### config.mk
export PLATFORM = sky130hd
export DESIGN_NAME = mini_language_tokenizer_top_flat
export DESIGN_NICKNAME = d
export VERILOG_FILES = /design/src/mlt_pkg.sv /design/src/mlt_if.sv /design/src/mini_language_tokenizer_top.sv /design/src/mlt_lexer.sv /design/src/mlt_out_fifo.sv /design/src/flat_wrapper.sv
export SDC_FILE = /design/constraint.sdc
export NUM_CORES = 1
export LEC_CHECK = 0
export BUFFER_PORTS_ARGS = -buffer_cell sky130_fd_sc_hd__clkbuf_2
export CORE_ASPECT_RATIO = 1.5
export CORE_MARGIN = 5
export CORE_UTILIZATION = 35
export CTS_CLUSTER_DIAMETER = 50
export DETAILED_ROUTE_END_ITERATION = 8
export SYNTH_ARGS = -nofsm -noshare
export SYNTH_HDL_FRONTEND = slang
export SYNTH_SLANG_ARGS = --single-unit
### constraint.sdc
create_clock -name clk -period 6.7 [get_ports clk]
set_clock_uncertainty 0.2 [all_clocks]
set_input_delay 0.335 -clock clk [delete_from_list [all_inputs] [get_ports clk]]
set_output_delay 0.335 -clock clk [all_outputs]
set_load 0.05 [all_outputs]
### src/mlt_pkg.sv
// ----------------------------------------------------------------------------
// mlt_pkg
// Shared types, constants and character helpers of the mini language tokenizer.
// ----------------------------------------------------------------------------
package mlt_pkg;

    localparam int COUNT_WIDTH = 16;
    localparam int FIELD_W     = 16;
    localparam int FIFO_DEPTH  = 4;
    localparam int FIFO_PTR_W  = $clog2(FIFO_DEPTH);
    localparam int FIFO_CNT_W  = $clog2(FIFO_DEPTH + 1);

    localparam logic [COUNT_WIDTH-1:0] COUNT_MAX   = {COUNT_WIDTH{1'b1}};
    localparam logic [FIELD_W-1:0]     LIMIT_RESET = FIELD_W'(128);

    // Character codes.
    localparam logic [7:0] CH_TAB      = 8'h09;
    localparam logic [7:0] CH_NEWLINE  = 8'h0A;
    localparam logic [7:0] CH_VTAB     = 8'h0B;
    localparam logic [7:0] CH_CR       = 8'h0D;
    localparam logic [7:0] CH_SPACE    = 8'h20;
    localparam logic [7:0] CH_LPAREN   = 8'h28;
    localparam logic [7:0] CH_RPAREN   = 8'h29;
    localparam logic [7:0] CH_STAR     = 8'h2A;
    localparam logic [7:0] CH_PLUS     = 8'h2B;
    localparam logic [7:0] CH_MINUS    = 8'h2D;
    localparam logic [7:0] CH_SLASH    = 8'h2F;
    localparam logic [7:0] CH_ZERO     = 8'h30;
    localparam logic [7:0] CH_NINE     = 8'h39;
    localparam logic [7:0] CH_SEMI     = 8'h3B;
    localparam logic [7:0] CH_LESS     = 8'h3C;
    localparam logic [7:0] CH_EQUALS   = 8'h3D;
    localparam logic [7:0] CH_GREATER  = 8'h3E;
    localparam logic [7:0] CH_UPPER_A  = 8'h41;
    localparam logic [7:0] CH_UPPER_Z  = 8'h5A;
    localparam logic [7:0] CH_LOWER_A  = 8'h61;
    localparam logic [7:0] CH_LOWER_E  = 8'h65;
    localparam logic [7:0] CH_LOWER_F  = 8'h66;
    localparam logic [7:0] CH_LOWER_I  = 8'h69;
    localparam logic [7:0] CH_LOWER_L  = 8'h6C;
    localparam logic [7:0] CH_LOWER_N  = 8'h6E;
    localparam logic [7:0] CH_LOWER_P  = 8'h70;
    localparam logic [7:0] CH_LOWER_R  = 8'h72;
    localparam logic [7:0] CH_LOWER_S  = 8'h73;
    localparam logic [7:0] CH_LOWER_T  = 8'h74;
    localparam logic [7:0] CH_LOWER_Z  = 8'h7A;
    localparam logic [7:0] CH_LBRACE   = 8'h7B;
    localparam logic [7:0] CH_RBRACE   = 8'h7D;

    typedef enum logic [1:0] {
        ST_TOKEN   = 2'd0,
        ST_UNKNOWN = 2'd1,
        ST_LIMIT   = 2'd2
    } status_t;

    typedef enum logic [3:0] {
        KIND_IDENT     = 4'd0,
        KIND_NUMBER    = 4'd1,
        KIND_KEYWORD   = 4'd2,
        KIND_OPERATOR  = 4'd3,
        KIND_ASSIGN    = 4'd4,
        KIND_SEMICOLON = 4'd5,
        KIND_LPAREN    = 4'd6,
        KIND_RPAREN    = 4'd7,
        KIND_LBRACE    = 4'd8,
        KIND_RBRACE    = 4'd9,
        KIND_COMPARE   = 4'd10
    } kind_t;

    typedef enum logic [1:0] {
        KWID_NONE  = 2'd0,
        KWID_PRINT = 2'd1,
        KWID_IF    = 2'd2,
        KWID_ELSE  = 2'd3
    } keyword_t;

    typedef enum logic [1:0] {
        PEND_NONE   = 2'd0,
        PEND_IDENT  = 2'd1,
        PEND_NUMBER = 2'd2,
        PEND_EQ     = 2'd3
    } pend_t;

    typedef enum logic [3:0] {
        KW_NONE  = 4'd0,
        KW_P     = 4'd1,
        KW_PR    = 4'd2,
        KW_PRI   = 4'd3,
        KW_PRIN  = 4'd4,
        KW_PRINT = 4'd5,
        KW_I     = 4'd6,
        KW_IF    = 4'd7,
        KW_E     = 4'd8,
        KW_EL    = 4'd9,
        KW_ELS   = 4'd10,
        KW_ELSE  = 4'd11
    } kw_state_t;

    typedef enum logic [3:0] {
        CC_LETTER,
        CC_DIGIT,
        CC_NEWLINE,
        CC_BLANK,
        CC_EQ,
        CC_OPER,
        CC_SEMI,
        CC_LPAREN,
        CC_RPAREN,
        CC_LBRACE,
        CC_RBRACE,
        CC_UNKNOWN
    } char_class_t;

    typedef struct packed {
        status_t             status;
        kind_t               token_kind;
        keyword_t            keyword_id;
        logic [7:0]          symbol;
        logic [FIELD_W-1:0]  token_start;
        logic [FIELD_W-1:0]  token_length;
        logic [FIELD_W-1:0]  line;
        logic                last_of_run;
    } result_t;

    typedef struct packed {
        logic [1:0] n;
        result_t    first;
        result_t    second;
    } push_t;

    function automatic char_class_t char_class(input logic [7:0] c);
        char_class_t cls;
        case (c) inside
            [CH_LOWER_A:CH_LOWER_Z], [CH_UPPER_A:CH_UPPER_Z]: cls = CC_LETTER;
            [CH_ZERO:CH_NINE]:                                cls = CC_DIGIT;
            CH_NEWLINE:                                       cls = CC_NEWLINE;
            CH_SPACE, CH_TAB, [CH_VTAB:CH_CR]:                cls = CC_BLANK;
            CH_EQUALS:                                        cls = CC_EQ;
            CH_PLUS, CH_MINUS, CH_STAR, CH_SLASH, CH_LESS, CH_GREATER:
                                                              cls = CC_OPER;
            CH_SEMI:                                          cls = CC_SEMI;
            CH_LPAREN:                                        cls = CC_LPAREN;
            CH_RPAREN:                                        cls = CC_RPAREN;
            CH_LBRACE:                                        cls = CC_LBRACE;
            CH_RBRACE:                                        cls = CC_RBRACE;
            default:                                          cls = CC_UNKNOWN;
        endcase
        return cls;
    endfunction

    function automatic kw_state_t kw_begin(input logic [7:0] c);
        kw_state_t s;
        case (c)
            CH_LOWER_P: s = KW_P;
            CH_LOWER_I: s = KW_I;
            CH_LOWER_E: s = KW_E;
            default:    s = KW_NONE;
        endcase
        return s;
    endfunction

    function automatic kw_state_t kw_next(input kw_state_t s, input logic [7:0] c);
        kw_state_t n;
        n = KW_NONE;
        case (s)
            KW_P:    if (c == CH_LOWER_R) n = KW_PR;
            KW_PR:   if (c == CH_LOWER_I) n = KW_PRI;
            KW_PRI:  if (c == CH_LOWER_N) n = KW_PRIN;
            KW_PRIN: if (c == CH_LOWER_T) n = KW_PRINT;
            KW_I:    if (c == CH_LOWER_F) n = KW_IF;
            KW_E:    if (c == CH_LOWER_L) n = KW_EL;
            KW_EL:   if (c == CH_LOWER_S) n = KW_ELS;
            KW_ELS:  if (c == CH_LOWER_E) n = KW_ELSE;
            default: n = KW_NONE;
        endcase
        return n;
    endfunction

    function automatic keyword_t kw_id(input kw_state_t s);
        keyword_t k;
        case (s)
            KW_PRINT: k = KWID_PRINT;
            KW_IF:    k = KWID_IF;
            KW_ELSE:  k = KWID_ELSE;
            default:  k = KWID_NONE;
        endcase
        return k;
    endfunction

endpackage

### src/mlt_if.sv
// ----------------------------------------------------------------------------
// mlt_if
// Valid/ready stream interfaces for source characters and result tokens.
// ----------------------------------------------------------------------------
interface mlt_in_if;
    logic       valid;
    logic       ready;
    logic [7:0] character;
    logic       end_of_source;

    modport source (output valid, output character, output end_of_source, input ready);
    modport sink   (input valid, input character, input end_of_source, output ready);
endinterface

interface mlt_out_if;
    logic                        valid;
    logic                        ready;
    logic [1:0]                  status;
    logic [3:0]                  token_kind;
    logic [1:0]                  keyword_id;
    logic [7:0]                  symbol;
    logic [mlt_pkg::FIELD_W-1:0] token_start;
    logic [mlt_pkg::FIELD_W-1:0] token_length;
    logic [mlt_pkg::FIELD_W-1:0] line;
    logic                        last_of_run;

    modport source (
        output valid, output status, output token_kind, output keyword_id,
        output symbol, output token_start, output token_length, output line,
        output last_of_run, input ready
    );
    modport sink (
        input valid, input status, input token_kind, input keyword_id,
        input symbol, input token_start, input token_length, input line,
        input last_of_run, output ready
    );
endinterface

### src/mini_language_tokenizer_top.sv
// ----------------------------------------------------------------------------
// mini_language_tokenizer_top
// Streaming tokenizer: source characters in, tokens and error results out.
//
//   Channel   Direction  Beat contents
//   chars     in         character, end_of_source
//   tokens    out        status, token_kind, keyword_id, symbol, token_start,
//                        token_length, line, last_of_run
//   cfg       in         token_limit write (cfg_we, cfg_wdata)
//
// One character is taken per cycle while the result queue has room. It is
// decided from the input register, and its results go into the result queue.
// A character that makes two results holds the queue for two output beats, so
// a run of such characters is paced by the output beats.
// A character leaves the input register only while the four-entry result queue
// has room for two; otherwise the input register holds it and the input stalls.
// Reset clears the scanner state and sets token_limit to 128; no clearing pass.
// ----------------------------------------------------------------------------
module mini_language_tokenizer_top (
    input  logic                        clk,
    input  logic                        rst_n,
    mlt_in_if.sink                      chars,
    mlt_out_if.source                   tokens,
    input  logic                        cfg_we,
    input  logic [mlt_pkg::FIELD_W-1:0] cfg_wdata
);
    import mlt_pkg::*;

    push_t push;
    logic  room;

    mlt_lexer u_lexer (
        .clk       (clk),
        .rst_n     (rst_n),
        .chars     (chars),
        .cfg_we    (cfg_we),
        .cfg_wdata (cfg_wdata),
        .room      (room),
        .push      (push)
    );

    mlt_out_fifo u_out_fifo (
        .clk    (clk),
        .rst_n  (rst_n),
        .push   (push),
        .room   (room),
        .tokens (tokens)
    );

endmodule

### src/mlt_lexer.sv
// ----------------------------------------------------------------------------
// mlt_lexer
// Input register, scanner state and the single-pass token decision for one
// character, producing up to two results per character.
// ----------------------------------------------------------------------------
module mlt_lexer (
    input  logic                        clk,
    input  logic                        rst_n,
    mlt_in_if.sink                      chars,
    input  logic                        cfg_we,
    input  logic [mlt_pkg::FIELD_W-1:0] cfg_wdata,
    input  logic                        room,
    output mlt_pkg::push_t              push
);
    import mlt_pkg::*;

    typedef struct packed {
        logic                   present;
        logic                   is_error;
        kind_t                  kind;
        keyword_t               kw;
        logic [7:0]             symbol;
        logic [COUNT_WIDTH-1:0] start;
        logic [COUNT_WIDTH-1:0] len;
    } event_t;

    logic                   in_valid_reg;
    logic [7:0]             char_reg;
    logic                   eos_reg;
    logic [FIELD_W-1:0]     limit_reg;
    pend_t                  pend_reg, pend_next;
    kw_state_t              kw_reg, kw_next_st;
    logic [COUNT_WIDTH-1:0] start_reg, start_next;
    logic [COUNT_WIDTH-1:0] len_reg, len_next;
    logic [COUNT_WIDTH-1:0] position_reg;
    logic [COUNT_WIDTH-1:0] line_reg, line_next;
    logic [COUNT_WIDTH-1:0] tokens_reg, tokens_next;

    logic                   commit;
    char_class_t            cc;
    logic                   ext_id, ext_num, cmp, extend, done;
    logic [COUNT_WIDTH-1:0] len_inc;
    kw_state_t              kw_ext;
    event_t                 ev1, ev2;
    logic                   hit1, hit2;
    logic [COUNT_WIDTH-1:0] tokens_mid;
    result_t                res1, res2;

    assign commit      = in_valid_reg && room;
    assign chars.ready = !in_valid_reg || commit;

    always_comb
    begin
        cc      = char_class(char_reg);
        ext_id  = (pend_reg == PEND_IDENT) && (cc == CC_LETTER || cc == CC_DIGIT);
        ext_num = (pend_reg == PEND_NUMBER) && (cc == CC_DIGIT);
        cmp     = (pend_reg == PEND_EQ) && (cc == CC_EQ);
        extend  = ext_id || ext_num;
        done    = extend || cmp;
        len_inc = (len_reg < COUNT_MAX) ? len_reg + 1'b1 : len_reg;
        kw_ext  = ext_id ? kw_next(kw_reg, char_reg) : kw_reg;

        // Compare token, the pending token ended by this character, or it extended and flushed.
        ev1          = '0;
        ev1.kind     = KIND_IDENT;
        ev1.kw       = KWID_NONE;
        ev1.start    = start_reg;
        ev1.len      = len_reg;
        if (cmp)
        begin
            ev1.present = 1'b1;
            ev1.kind    = KIND_COMPARE;
            ev1.len     = COUNT_WIDTH'(2);
        end
        else if (!done)
        begin
            case (pend_reg)
                PEND_IDENT:
                begin
                    ev1.present = 1'b1;
                    ev1.kw      = kw_id(kw_reg);
                    ev1.kind    = (kw_id(kw_reg) != KWID_NONE) ? KIND_KEYWORD : KIND_IDENT;
                end
                PEND_NUMBER:
                begin
                    ev1.present = 1'b1;
                    ev1.kind    = KIND_NUMBER;
                end
                PEND_EQ:
                begin
                    ev1.present = 1'b1;
                    ev1.kind    = KIND_ASSIGN;
                    ev1.len     = COUNT_WIDTH'(1);
                end
                default:
                begin
                    ev1.present = 1'b0;
                end
            endcase
        end
        else if (extend && eos_reg)
        begin
            ev1.present = 1'b1;
            ev1.len     = len_inc;
            if (ext_id)
            begin
                ev1.kw   = kw_id(kw_ext);
                ev1.kind = (kw_id(kw_ext) != KWID_NONE) ? KIND_KEYWORD : KIND_IDENT;
            end
            else
            begin
                ev1.kind = KIND_NUMBER;
            end
        end

        // Result of the character itself.
        ev2       = '0;
        ev2.kind  = KIND_IDENT;
        ev2.kw    = KWID_NONE;
        ev2.start = position_reg;
        ev2.len   = COUNT_WIDTH'(1);
        if (!done)
        begin
            case (cc)
                CC_OPER:
                begin
                    ev2.present = 1'b1;
                    ev2.kind    = KIND_OPERATOR;
                    ev2.symbol  = char_reg;
                end
                CC_SEMI:
                begin
                    ev2.present = 1'b1;
                    ev2.kind    = KIND_SEMICOLON;
                end
                CC_LPAREN:
                begin
                    ev2.present = 1'b1;
                    ev2.kind    = KIND_LPAREN;
                end
                CC_RPAREN:
                begin
                    ev2.present = 1'b1;
                    ev2.kind    = KIND_RPAREN;
                end
                CC_LBRACE:
                begin
                    ev2.present = 1'b1;
                    ev2.kind    = KIND_LBRACE;
                end
                CC_RBRACE:
                begin
                    ev2.present = 1'b1;
                    ev2.kind    = KIND_RBRACE;
                end
                CC_UNKNOWN:
                begin
                    ev2.present  = 1'b1;
                    ev2.is_error = 1'b1;
                    ev2.symbol   = char_reg;
                end
                CC_LETTER:
                begin
                    ev2.present = eos_reg;
                end
                CC_DIGIT:
                begin
                    ev2.present = eos_reg;
                    ev2.kind    = KIND_NUMBER;
                end
                CC_EQ:
                begin
                    ev2.present = eos_reg;
                    ev2.kind    = KIND_ASSIGN;
                end
                default:
                begin
                    ev2.present = 1'b0;
                end
            endcase
        end

        // Token limit, checked in order for each token.
        hit1        = 32'(tokens_reg) >= 32'(limit_reg);
        tokens_mid  = tokens_reg + COUNT_WIDTH'(ev1.present && !hit1);
        hit2        = 32'(tokens_mid) >= 32'(limit_reg);
        tokens_next = tokens_mid + COUNT_WIDTH'(ev2.present && !ev2.is_error && !hit2);

        res1.status       = hit1 ? ST_LIMIT : ST_TOKEN;
        res1.token_kind   = ev1.kind;
        res1.keyword_id   = ev1.kw;
        res1.symbol       = ev1.symbol;
        res1.token_start  = FIELD_W'(ev1.start);
        res1.token_length = FIELD_W'(ev1.len);
        res1.line         = FIELD_W'(line_reg);
        res1.last_of_run  = !ev2.present;

        res2.status       = ev2.is_error ? ST_UNKNOWN : (hit2 ? ST_LIMIT : ST_TOKEN);
        res2.token_kind   = ev2.kind;
        res2.keyword_id   = ev2.kw;
        res2.symbol       = ev2.symbol;
        res2.token_start  = FIELD_W'(ev2.start);
        res2.token_length = FIELD_W'(ev2.len);
        res2.line         = FIELD_W'(line_reg);
        res2.last_of_run  = 1'b1;

        push.n      = commit ? (2'(ev1.present) + 2'(ev2.present)) : 2'd0;
        push.first  = ev1.present ? res1 : res2;
        push.second = res2;

        // Scanner state after this character.
        pend_next  = pend_reg;
        kw_next_st = kw_reg;
        start_next = start_reg;
        len_next   = len_reg;
        line_next  = line_reg;
        if (extend)
        begin
            kw_next_st = kw_ext;
            len_next   = len_inc;
        end
        else if (cmp)
        begin
            pend_next = PEND_NONE;
        end
        else
        begin
            pend_next  = PEND_NONE;
            kw_next_st = KW_NONE;
            len_next   = '0;
            case (cc)
                CC_NEWLINE:
                begin
                    if (line_reg < COUNT_MAX)
                    begin
                        line_next = line_reg + 1'b1;
                    end
                end
                CC_LETTER:
                begin
                    pend_next  = PEND_IDENT;
                    start_next = position_reg;
                    len_next   = COUNT_WIDTH'(1);
                    kw_next_st = kw_begin(char_reg);
                end
                CC_DIGIT:
                begin
                    pend_next  = PEND_NUMBER;
                    start_next = position_reg;
                    len_next   = COUNT_WIDTH'(1);
                end
                CC_EQ:
                begin
                    pend_next  = PEND_EQ;
                    start_next = position_reg;
                    len_next   = COUNT_WIDTH'(1);
                end
                default:
                begin
                    pend_next = PEND_NONE;
                end
            endcase
        end
        if (eos_reg)
        begin
            pend_next  = PEND_NONE;
            kw_next_st = KW_NONE;
            len_next   = '0;
        end
    end

    always_ff @(posedge clk or negedge rst_n)
    begin
        if (!rst_n)
        begin
            in_valid_reg <= 1'b0;
            limit_reg    <= LIMIT_RESET;
            pend_reg     <= PEND_NONE;
            kw_reg       <= KW_NONE;
            start_reg    <= '0;
            len_reg      <= '0;
            position_reg <= '0;
            line_reg     <= COUNT_WIDTH'(1);
            tokens_reg   <= '0;
        end
        else
        begin
            if (chars.ready)
            begin
                in_valid_reg <= chars.valid;
            end
            if (cfg_we)
            begin
                limit_reg <= cfg_wdata;
            end
            if (commit)
            begin
                pend_reg     <= pend_next;
                kw_reg       <= kw_next_st;
                start_reg    <= start_next;
                len_reg      <= len_next;
                position_reg <= position_reg + 1'b1;
                line_reg     <= line_next;
                tokens_reg   <= tokens_next;
            end
        end
    end

    always_ff @(posedge clk)
    begin
        if (chars.ready && chars.valid)
        begin
            char_reg <= chars.character;
            eos_reg  <= chars.end_of_source;
        end
    end

    a_eos_clears: assert property (@(posedge clk) disable iff (!rst_n)
        commit && eos_reg |=> pend_reg == PEND_NONE)
        else $error("pending token survived the last character");

    a_hold_state: assert property (@(posedge clk) disable iff (!rst_n)
        !commit |=> $stable(position_reg) && $stable(tokens_reg) && $stable(line_reg))
        else $error("scanner state moved without a committed character");

    a_last_flag: assert property (@(posedge clk) disable iff (!rst_n)
        push.n == 2'd2 |-> push.second.last_of_run && !push.first.last_of_run)
        else $error("last_of_run misplaced on a two-result character");

endmodule

### src/mlt_out_fifo.sv
// ----------------------------------------------------------------------------
// mlt_out_fifo
// Small result queue that takes up to two results per cycle and hands out one
// result beat per cycle while the receiver is ready.
// ----------------------------------------------------------------------------
module mlt_out_fifo (
    input  logic           clk,
    input  logic           rst_n,
    input  mlt_pkg::push_t push,
    output logic           room,
    mlt_out_if.source      tokens
);
    import mlt_pkg::*;

    result_t                mem [FIFO_DEPTH];
    logic [FIFO_PTR_W-1:0]  wr_ptr_reg;
    logic [FIFO_PTR_W-1:0]  rd_ptr_reg;
    logic [FIFO_CNT_W-1:0]  count_reg;
    logic                   pop;
    result_t                head;

    assign room = count_reg <= FIFO_CNT_W'(FIFO_DEPTH - 2);
    assign pop  = tokens.valid && tokens.ready;
    assign head = mem[rd_ptr_reg];

    assign tokens.valid        = count_reg != '0;
    assign tokens.status       = head.status;
    assign tokens.token_kind   = head.token_kind;
    assign tokens.keyword_id   = head.keyword_id;
    assign tokens.symbol       = head.symbol;
    assign tokens.token_start  = head.token_start;
    assign tokens.token_length = head.token_length;
    assign tokens.line         = head.line;
    assign tokens.last_of_run  = head.last_of_run;

    always_ff @(posedge clk or negedge rst_n)
    begin
        if (!rst_n)
        begin
            wr_ptr_reg <= '0;
            rd_ptr_reg <= '0;
            count_reg  <= '0;
        end
        else
        begin
            wr_ptr_reg <= wr_ptr_reg + FIFO_PTR_W'(push.n);
            rd_ptr_reg <= rd_ptr_reg + FIFO_PTR_W'(pop);
            count_reg  <= count_reg + FIFO_CNT_W'(push.n) - FIFO_CNT_W'(pop);
        end
    end

    always_ff @(posedge clk)
    begin
        if (push.n != 2'd0)
        begin
            mem[wr_ptr_reg] <= push.first;
        end
        if (push.n == 2'd2)
        begin
            mem[wr_ptr_reg + FIFO_PTR_W'(1)] <= push.second;
        end
    end

    a_no_overflow: assert property (@(posedge clk) disable iff (!rst_n)
        push.n != 2'd0 |-> count_reg <= FIFO_CNT_W'(FIFO_DEPTH - 2))
        else $error("results pushed into a queue without room");

    a_count_track: assert property (@(posedge clk) disable iff (!rst_n)
        1'b1 |=> count_reg == FIFO_CNT_W'($past(count_reg) + FIFO_CNT_W'($past(push.n))
                                          - FIFO_CNT_W'($past(pop))))
        else $error("queue occupancy lost track of pushes and pops");

endmodule

### src/flat_wrapper.sv
// flat-port wrapper written by rule: the top's interface ports become plain ports
module mini_language_tokenizer_top_flat import mlt_pkg::*;
  (clk, rst_n, cfg_we, cfg_wdata, chars_valid, chars_character, chars_end_of_source, chars_ready, tokens_valid, tokens_status, tokens_token_kind, tokens_keyword_id, tokens_symbol, tokens_token_start, tokens_token_length, tokens_line, tokens_last_of_run, tokens_ready);
  mlt_in_if chars_i ();
  mlt_out_if tokens_i ();
  input  logic clk;
  input  logic rst_n;
  input  logic cfg_we;
  input  logic [mlt_pkg::FIELD_W-1:0] cfg_wdata;
  input wire logic [$bits(chars_i.valid)-1:0] chars_valid;
  input wire logic [$bits(chars_i.character)-1:0] chars_character;
  input wire logic [$bits(chars_i.end_of_source)-1:0] chars_end_of_source;
  output wire logic [$bits(chars_i.ready)-1:0] chars_ready;
  output wire logic [$bits(tokens_i.valid)-1:0] tokens_valid;
  output wire logic [$bits(tokens_i.status)-1:0] tokens_status;
  output wire logic [$bits(tokens_i.token_kind)-1:0] tokens_token_kind;
  output wire logic [$bits(tokens_i.keyword_id)-1:0] tokens_keyword_id;
  output wire logic [$bits(tokens_i.symbol)-1:0] tokens_symbol;
  output wire logic [$bits(tokens_i.token_start)-1:0] tokens_token_start;
  output wire logic [$bits(tokens_i.token_length)-1:0] tokens_token_length;
  output wire logic [$bits(tokens_i.line)-1:0] tokens_line;
  output wire logic [$bits(tokens_i.last_of_run)-1:0] tokens_last_of_run;
  input wire logic [$bits(tokens_i.ready)-1:0] tokens_ready;
  assign chars_i.valid = chars_valid;
  assign chars_i.character = chars_character;
  assign chars_i.end_of_source = chars_end_of_source;
  assign chars_ready = chars_i.ready;
  assign tokens_valid = tokens_i.valid;
  assign tokens_status = tokens_i.status;
  assign tokens_token_kind = tokens_i.token_kind;
  assign tokens_keyword_id = tokens_i.keyword_id;
  assign tokens_symbol = tokens_i.symbol;
  assign tokens_token_start = tokens_i.token_start;
  assign tokens_token_length = tokens_i.token_length;
  assign tokens_line = tokens_i.line;
  assign tokens_last_of_run = tokens_i.last_of_run;
  assign tokens_i.ready = tokens_ready;
  mini_language_tokenizer_top u_core (.clk(clk), .rst_n(rst_n), .chars(chars_i), .tokens(tokens_i), .cfg_we(cfg_we), .cfg_wdata(cfg_wdata));
endmodule
==> results of run 1 <==
power groups by stage:
stage                     combinational (uW)  sequential [uW]  clock [uW]
after floorplan                         2170             2920           0
after detailed placement                2870             3090           0
final                                   2820             3040        2120
after CTS                               2890             3040        2170
after global routing                    3040             3080        2250
after global placement                  2850             3070           0
layout make-up:
type | instances | area [um2]
multi-input combinational | 1118 | 8370
sequential | 379 | 10100
clock buffer | 55 | 1110
fill | 5131 | 32100
inverter | 34 | 128
timing repair buffer | 166 | 1130
clock inverter | 10 | 114
tap | 689 | 862
cell usage after synthesis (all sizes together), types with 4 or more instances:
cell type / count / area, um2
edfxtp: 193 / 5800
nand2: 140 / 526
o21ai: 130 / 677
dfrtp: 108 / 2700
nor2: 107 / 412
a22o: 88 / 771
and2: 83 / 519
nand3: 79 / 408
dfxtp: 76 / 1520
mux4: 65 / 1460
clkbuf: 63 / 238
buf: 54 / 300
xnor2: 48 / 420
ha: 45 / 563
a21oi: 43 / 230
inv: 34 / 128
xor2: 24 / 210
nand4: 22 / 138
o22ai: 21 / 138
mux2: 19 / 251
nor3: 19 / 95.1
nand2b: 18 / 113
and3: 17 / 106
or3: 12 / 75.1
a21o: 8 / 60.1
nor2b: 8 / 50.1
o31ai: 8 / 60.1
a31oi: 7 / 43.8
nor4: 7 / 88.8
o21a: 7 / 60.1
a211oi: 6 / 55.1
and4: 6 / 52.6
nand4b: 6 / 52.6
nor3b: 6 / 55.1
a22oi: 5 / 37.5
mux2i: 5 / 50.1
nand3b: 5 / 37.5
nor4b: 4 / 35.0
through the flow:
stage          hold WS, ns  instance area, um2  std cells
6_report            0.0883               21800       2451
5_1_grt             0.0927               21800       2451
4_1_cts             0.0605               21700       2450
3_5_place_dp         0.219               20300       2358
3_3_place_gp         0.212               20300       2358
2_1_floorplan       -0.161               19100       1648
worst paths after layout:
check	end	slack, ns	cells after the start
setup reg to reg	u_core.u_lexer.tokens_reg[13]$_DFFE_PN0P_	0.42	24
hold reg to reg	u_core.u_out_fifo.mem[1][20]$_SDFFE_PP0P_	0.25	2
setup / recovery	u_core.u_lexer.tokens_reg[13]$_DFFE_PN0P_	0.42	24
min in group asynchronous	u_core.u_lexer.start_reg[10]$_DFFE_PN0P_	0.16	2
hold / removal	u_core.u_out_fifo.rd_ptr_reg[0]$_DFF_PN0_	0.09	3
max in group asynchronous	u_core.u_lexer.kw_reg[3]$_DFFE_PN0P_	4.79	3
timing repair:
item,CTS,global route
buffers inserted,0,1
endpoints found under the setup margin,0,13
hold buffers,27,0
endpoints found under the hold margin,73,0
gates resized for setup,0,8
logic make-up after synthesis:
| family | Yosys count | synth area share (%) |
|---|---|---|
| multiplexers | 89 | 9.26 |
| AND/OR/NAND/NOR | 553 | 15.2 |
| flip-flops | 379 | 52.8 |
| XOR/XNOR | 72 | 3.31 |
| AO/OA/AOI/OAI | 357 | 12.9 |
| adder cells (fa/ha/maj) | 47 | 3.11 |
| buffers and inverters | 151 | 3.49 |
metal layers:
metal  GRT usage, %  routed length [um]  up-vias
met3           2.02                2420      101
met5              0                   0        -
met2           32.0               27300      390
met1           19.3               19200     6713
met4           6.37                1810        0
li1               -                   -     6294
critical path: stages, from the launching register on:
cell       delay [ns]
dfrtp_1          0.46
ha_1             0.32
or4_1            0.52
o311ai_1         0.15
o2111ai_1        0.21
o2111a_1         0.19
nor3_1           0.20
ha_2             0.29
nand3_4          0.12
or3_4            0.44
nand2b_1         0.24
xnor2_2          0.17
ha_1             0.32
a211oi_1         0.22
nand2_1          0.11
nor3_1           0.13
o21ai_0          0.15
a221oi_2         0.30
and3_1           0.22
ha_1             0.17
and3_1           0.27
nand4_1          0.23
a21oi_2          0.25
nand3_1          0.13
xnor2_1          0.14
==> impl_metrics.py, run 1 <==
metrics = {
    "hold_path": {
        "min_path_type": "primary input to flop",
        "hold_start": "tokens_ready",
    },
    "clock_network": {
        "cts_tree": "built",
        "cts_max_path_buffers": 3,
        "clkTransAtPathRegs_ns": 0.07,
        "cts_buffers": 36,
        "clock_latency_ns": 0.54,
        "cts_root_buffer": "clkbuf_16",
        "cts_htree_levels": 2,
        "cts.sinks": 379,
    },
    "setup_path": {
        "r2r_start": "u_core.u_lexer.tokens_reg[12]$_DFFE_PN0P_",
        "crit_path_end_kind": "flop",
        "cp.arrival_ns": 6.49,
        "critPathRequiredTime_ns": 6.91,
        "critPathKind": "flop to flop",
        "cp-startpoint": "u_core.u_lexer.tokens_reg[12]$_DFFE_PN0P_",
        "start_kind": "flop",
        "cp_max_fo": 6,
    },
    "global_route": {
        "grt-ovfl-total": 0,
        "antenna_found_initial": 0,
        "grt_max_degree": 65,
        "grt_usage_pct": 16.8,
        "grt_pass1_vias": 13876,
        "grt_first_pass_wirelength_mm": 79.7,
    },
    "final_layout": {
        "largest-register": "u_core.u_out_fifo.mem",
        "mostFrequentLayoutCells": "193 x edfxtp_1, 140 x nand2_1, 119 x o21ai_0",
        "area_delta_synth_final_pct": 14.2,
        "nNetsFinal": 1811,
        "drive_gt1_share_pct": 18.3,
        "n_antenna_cell": 0,
        "fin_util_pct": 40.4,
        "largest_reg_flops": 260,
        "layout_commonest_cell": "edfxtp_1",
    },
    "power": {
        "p_sw_share_pct": 39.2,
        "p_leak_uw": 0.00835,
        "p_clk_share_pct": 26.5,
        "p_int_uw": 4850,
        "p_switching_uw": 3130,
        "vdd_drop_max_uv": 236,
        "combPwrFrac_pct": 35.4,
        "seqPwrFrac_pct": 38.1,
        "p_per_area_mw_per_mm2": 366,
        "power_uw": 7980,
    },
    "status": {
        "status": "finished clean",
    },
    "job": {
        "drv_cap": 0,
    },
    "yosys": {
        "synthesis.nets": 1724,
        "synth.cell_area_mm2": 0.0191,
        "synth_edf_count": 193,
        "postSynth.asyncResetShare_pct": 29.0,
        "synth_cell_types": 92,
        "ys.warnings.count": 0,
        "synth_flop_cell": "edfxtp_1",
        "yosysSeqAreaShare_pct": 52.8,
        "ys_ff_latch": 379,
        "synthCells": 1648,
        "synth.avg_cell_area_um2": 11.6,
    },
    "routing": {
        "via_per_inst": 5.51,
        "drc": 0,
        "wl_mm": 50.7,
        "ant_nets": 0,
        "avgRoutedWirePerCell_um": 20.7,
        "drt_iter0_markers": 1024,
        "detailroute.via_count": 13498,
        "firstDrtPassIters": 6,
    },
    "floorplanning": {
        "ios": 97,
        "rows": 104,
        "coreArea_mm2": 0.0539,
        "die_y_um": 296,
        "die_w_um": 201,
        "initial_core_util_pct": 35.4,
        "dieArea_mm2": 0.0594,
    },
    "sta": {
        "worstMarginPinSlew_ns": 1.15,
        "finalSetupTns_ns": 0,
        "finalHoldViolCount": 0,
        "maxSlewHeadroom_pct": 23.4,
        "setup_violations": 0,
        "setup_ws_ns": 0.416,
        "period_needed_ns": 6.28,
        "period_share_pct": 93.8,
        "fmax_mhz": 159,
        "slew_violations": 0,
    },
    "placed_design": {
        "dp_hpwl_mm": 34.0,
        "pre_cts_slack_ns": 0.210,
        "place_congestion": 0.896,
        "portBuffers": 96,
    },
}
Power figures use the tool's default switching activity.
==> run 2, diff against run 1 <==
==> constraint.sdc (replaced) <==
create_clock -name clk -period 6.7 [get_ports clk]
set_clock_uncertainty 0.2 [all_clocks]
set_input_delay 1.005 -clock clk [delete_from_list [all_inputs] [get_ports clk]]
set_output_delay 1.005 -clock clk [all_outputs]
set_load 0.05 [all_outputs]
==> run 2 against run 1 <==
  * Non-clock buffer count decreased by 28
  * Clock-buffer cell count decreased by 3
  * Highest routed layer unchanged
  * Wire length increased by 0.31%
  * Sequential power increased by 2%
  * Utilization decreased by 0.48 points
  * Total power increased by 0.37%
  * Worst hold slack improved by 0.16 ns
  * Critical path depth unchanged
==> impl_metrics.py, run 2 (synthesized netlist as in run 1, its figures left out) <==
metrics = {
    "final_layout": {
        "final-seq-area_mm2": 0.0101,
        "n_antenna_cell": 0,
        "largest-register": "u_core.u_out_fifo.mem",
        "multi_input_area_mm2": 0.00836,
        "mostFrequentLayoutCells": "193 x edfxtp_1, 140 x nand2_1, 119 x o21ai_0",
        "fill_cells": 5165,
        "instances_no_fill": 2426,
        "nNetsFinal": 1784,
        "layout_commonest_cell": "edfxtp_1",
        "area_delta_synth_final_pct": 12.9,
        "drive_gt1_share_pct": 18.8,
        "largest_reg_flops": 260,
    },
    "clock_network": {
        "cts_buffers": 37,
        "post_cts_buffers": 0,
        "cts_htree_levels": 2,
        "cts.sinks": 379,
        "cts_hold_buf": 0,
        "cts_root_buffer": "clkbuf_16",
        "cts_tree": "built",
        "cts_max_path_buffers": 3,
        "post_cts_resized": 0,
        "clock_latency_ns": 0.55,
        "clkTransAtPathRegs_ns": 0.06,
    },
    "floorplanning": {
        "ios": 97,
        "initial_core_util_pct": 35.4,
        "coreArea_mm2": 0.0539,
        "die_y_um": 296,
        "die_w_um": 201,
        "dieArea_mm2": 0.0594,
        "rows": 104,
    },
    "sta": {
        "finalSetupTns_ns": 0,
        "period_share_pct": 92.2,
        "setup_violations": 0,
        "slew_violations": 0,
        "worstMarginPinSlew_ns": 1.14,
        "finalHoldViolCount": 0,
        "period_needed_ns": 6.17,
        "fmax_mhz": 162,
        "setup_ws_ns": 0.526,
        "rsz0062_at_grt": "no",
        "maxSlewHeadroom_pct": 23.8,
    },
    "routing": {
        "drt_iter0_markers": 928,
        "wl_met3_mm": 2.03,
        "firstDrtPassIters": 5,
        "drc": 0,
        "avgRoutedWirePerCell_um": 20.9,
        "via_per_inst": 5.52,
        "drt-met1-wl_mm": 19.8,
        "wl_met2_mm": 27.1,
        "wl_mm": 50.8,
        "top_layer_used": "met4",
        "ant_nets": 0,
        "detailroute.via_count": 13396,
    },
    "placed_design": {
        "pre_cts_slack_ns": 0.264,
        "portBuffers": 96,
        "place_congestion": 0.896,
        "dp.cells": 2358,
        "dp_hpwl_mm": 34.1,
    },
    "power": {
        "seqPwrFrac_pct": 38.7,
        "p_leak_uw": 0.00824,
        "combPwrFrac_pct": 34.6,
        "p_sw_share_pct": 39.6,
        "p_switching_uw": 3180,
        "p_clk_share_pct": 26.8,
        "vdd_drop_max_uv": 207,
        "p_int_uw": 4840,
        "p_per_area_mw_per_mm2": 372,
    },
    "setup_path": {
        "crit_path_end_kind": "flop",
        "reg2regPathDepth": 24,
        "cp_slowest_cell": "or4_1",
        "crit_top_cell": "ha_1",
        "worstPathCellList": "ha_1 > or4_1 > o311ai_1 > o2111ai_1 > o2111a_1 > nor3_2 > ha_2 > nand3_4 > or3_4 > nand2b_1 > xnor2_1 > ha_1 > a211oi_1 > nand2_1 > nor3_1 > o21ai_0 > a221oi_1 > and3_1 > ha_1 > and3_1 > nand4_1 > a21oi_2 > nand3_1 > xnor2_1",
        "critPathRequiredTime_ns": 6.92,
        "cp.arrival_ns": 6.39,
        "start_kind": "flop",
        "max_stage_delay_ns": 0.52,
        "critPathKind": "flop to flop",
        "cp_max_fo": 6,
    },
    "hold_path": {
        "hold_depth": 2,
        "min_path_type": "flop to flop",
    },
    "global_route": {
        "antenna_found_initial": 0,
        "grt-ovfl-total": 0,
        "grt_first_pass_wirelength_mm": 79.7,
        "grt_max_degree": 65,
        "grt_pass1_vias": 13860,
        "grt_usage_pct": 16.9,
    },
    "status": {
        "status": "finished clean",
    },
    "job": {
        "drv_cap": 0,
    },
}
-- run 2: cell types whose count changed in the layout (fill, tap and decap cells not counted), sizes merged --
cell,change
dlygate4sd3,-27
buf,-1
clkinvlp,+1
clkbuf,-3
clkinv,+5
-- run 2: worst max-delay path, delay by kind of cell, from the launching register on --
family	cells	cell delay [ns]
compound gates	7	1.49
xor+xnor	2	0.35
fa+ha+maj	4	1.04
flops	1	0.46
simple gates	11	2.51
-- run 2: through the flow --
stage / total power, uW / area, um2 / utilization [%] / hold slack (ns)
2_1_floorplan: 5090 / 19100 / - / 0.220
3_3_place_gp: 5930 / 20300 / 37.6 / 0.231
3_5_place_dp: 5960 / 20300 / 37.6 / 0.239
4_1_cts: 8120 / 21500 / 39.9 / 0.253
5_1_grt: 8370 / 21500 / 40.0 / 0.273
6_report: 8010 / 21500 / 40.0 / 0.250
-- run 2: final cells by class --
class / count / area share, %
clock inverter: 16 / 0.773
multi-input combinational: 1118 / 38.8
clock buffer: 52 / 5.02
tap: 689 / 4.00
inverter: 34 / 0.593
timing repair buffer: 138 / 3.94
sequential: 379 / 46.8
-- run 2: path summary, 6_finish.rpt --
check	startpoint	to	slack [ns]
setup / recovery	u_core.u_lexer.tokens_reg[12]$_DFFE_PN0P_	u_core.u_lexer.tokens_reg[13]$_DFFE_PN0P_	0.53
hold / removal	u_core.u_out_fifo.mem[1][24]$_SDFFE_PP0P_	u_core.u_out_fifo.mem[1][24]$_SDFFE_PP0P_	0.25
setup reg to reg	u_core.u_lexer.tokens_reg[12]$_DFFE_PN0P_	u_core.u_lexer.tokens_reg[13]$_DFFE_PN0P_	0.53
hold reg to reg	u_core.u_out_fifo.mem[1][24]$_SDFFE_PP0P_	u_core.u_out_fifo.mem[1][24]$_SDFFE_PP0P_	0.25
max in group asynchronous	rst_n	u_core.u_lexer.kw_reg[0]$_DFFE_PN0P_	4.64
min in group asynchronous	rst_n	u_core.u_lexer.start_reg[10]$_DFFE_PN0P_	0.28
-- run 2: layer usage --
| layer | vias to the layer above | track usage (%) |
|---|---|---|
| met5 | - | 0 |
| met4 | 0 | 6.43 |
| met3 | 118 | 1.96 |
| met2 | 383 | 32.2 |
| met1 | 6653 | 19.4 |
| li1 | 6242 | - |
-- run 2: power groups by stage --
| stage | sequential (uW) | clock, uW | combinational [uW] |
|---|---|---|---|
| 2_1_floorplan | 2920 | 0 | 2170 |
| 3_3_place_gp | 3130 | 0 | 2790 |
| 3_5_place_dp | 3150 | 0 | 2810 |
| 4_1_cts | 3100 | 2200 | 2820 |
| 5_1_grt | 3140 | 2290 | 2940 |
| 6_report | 3100 | 2140 | 2770 |
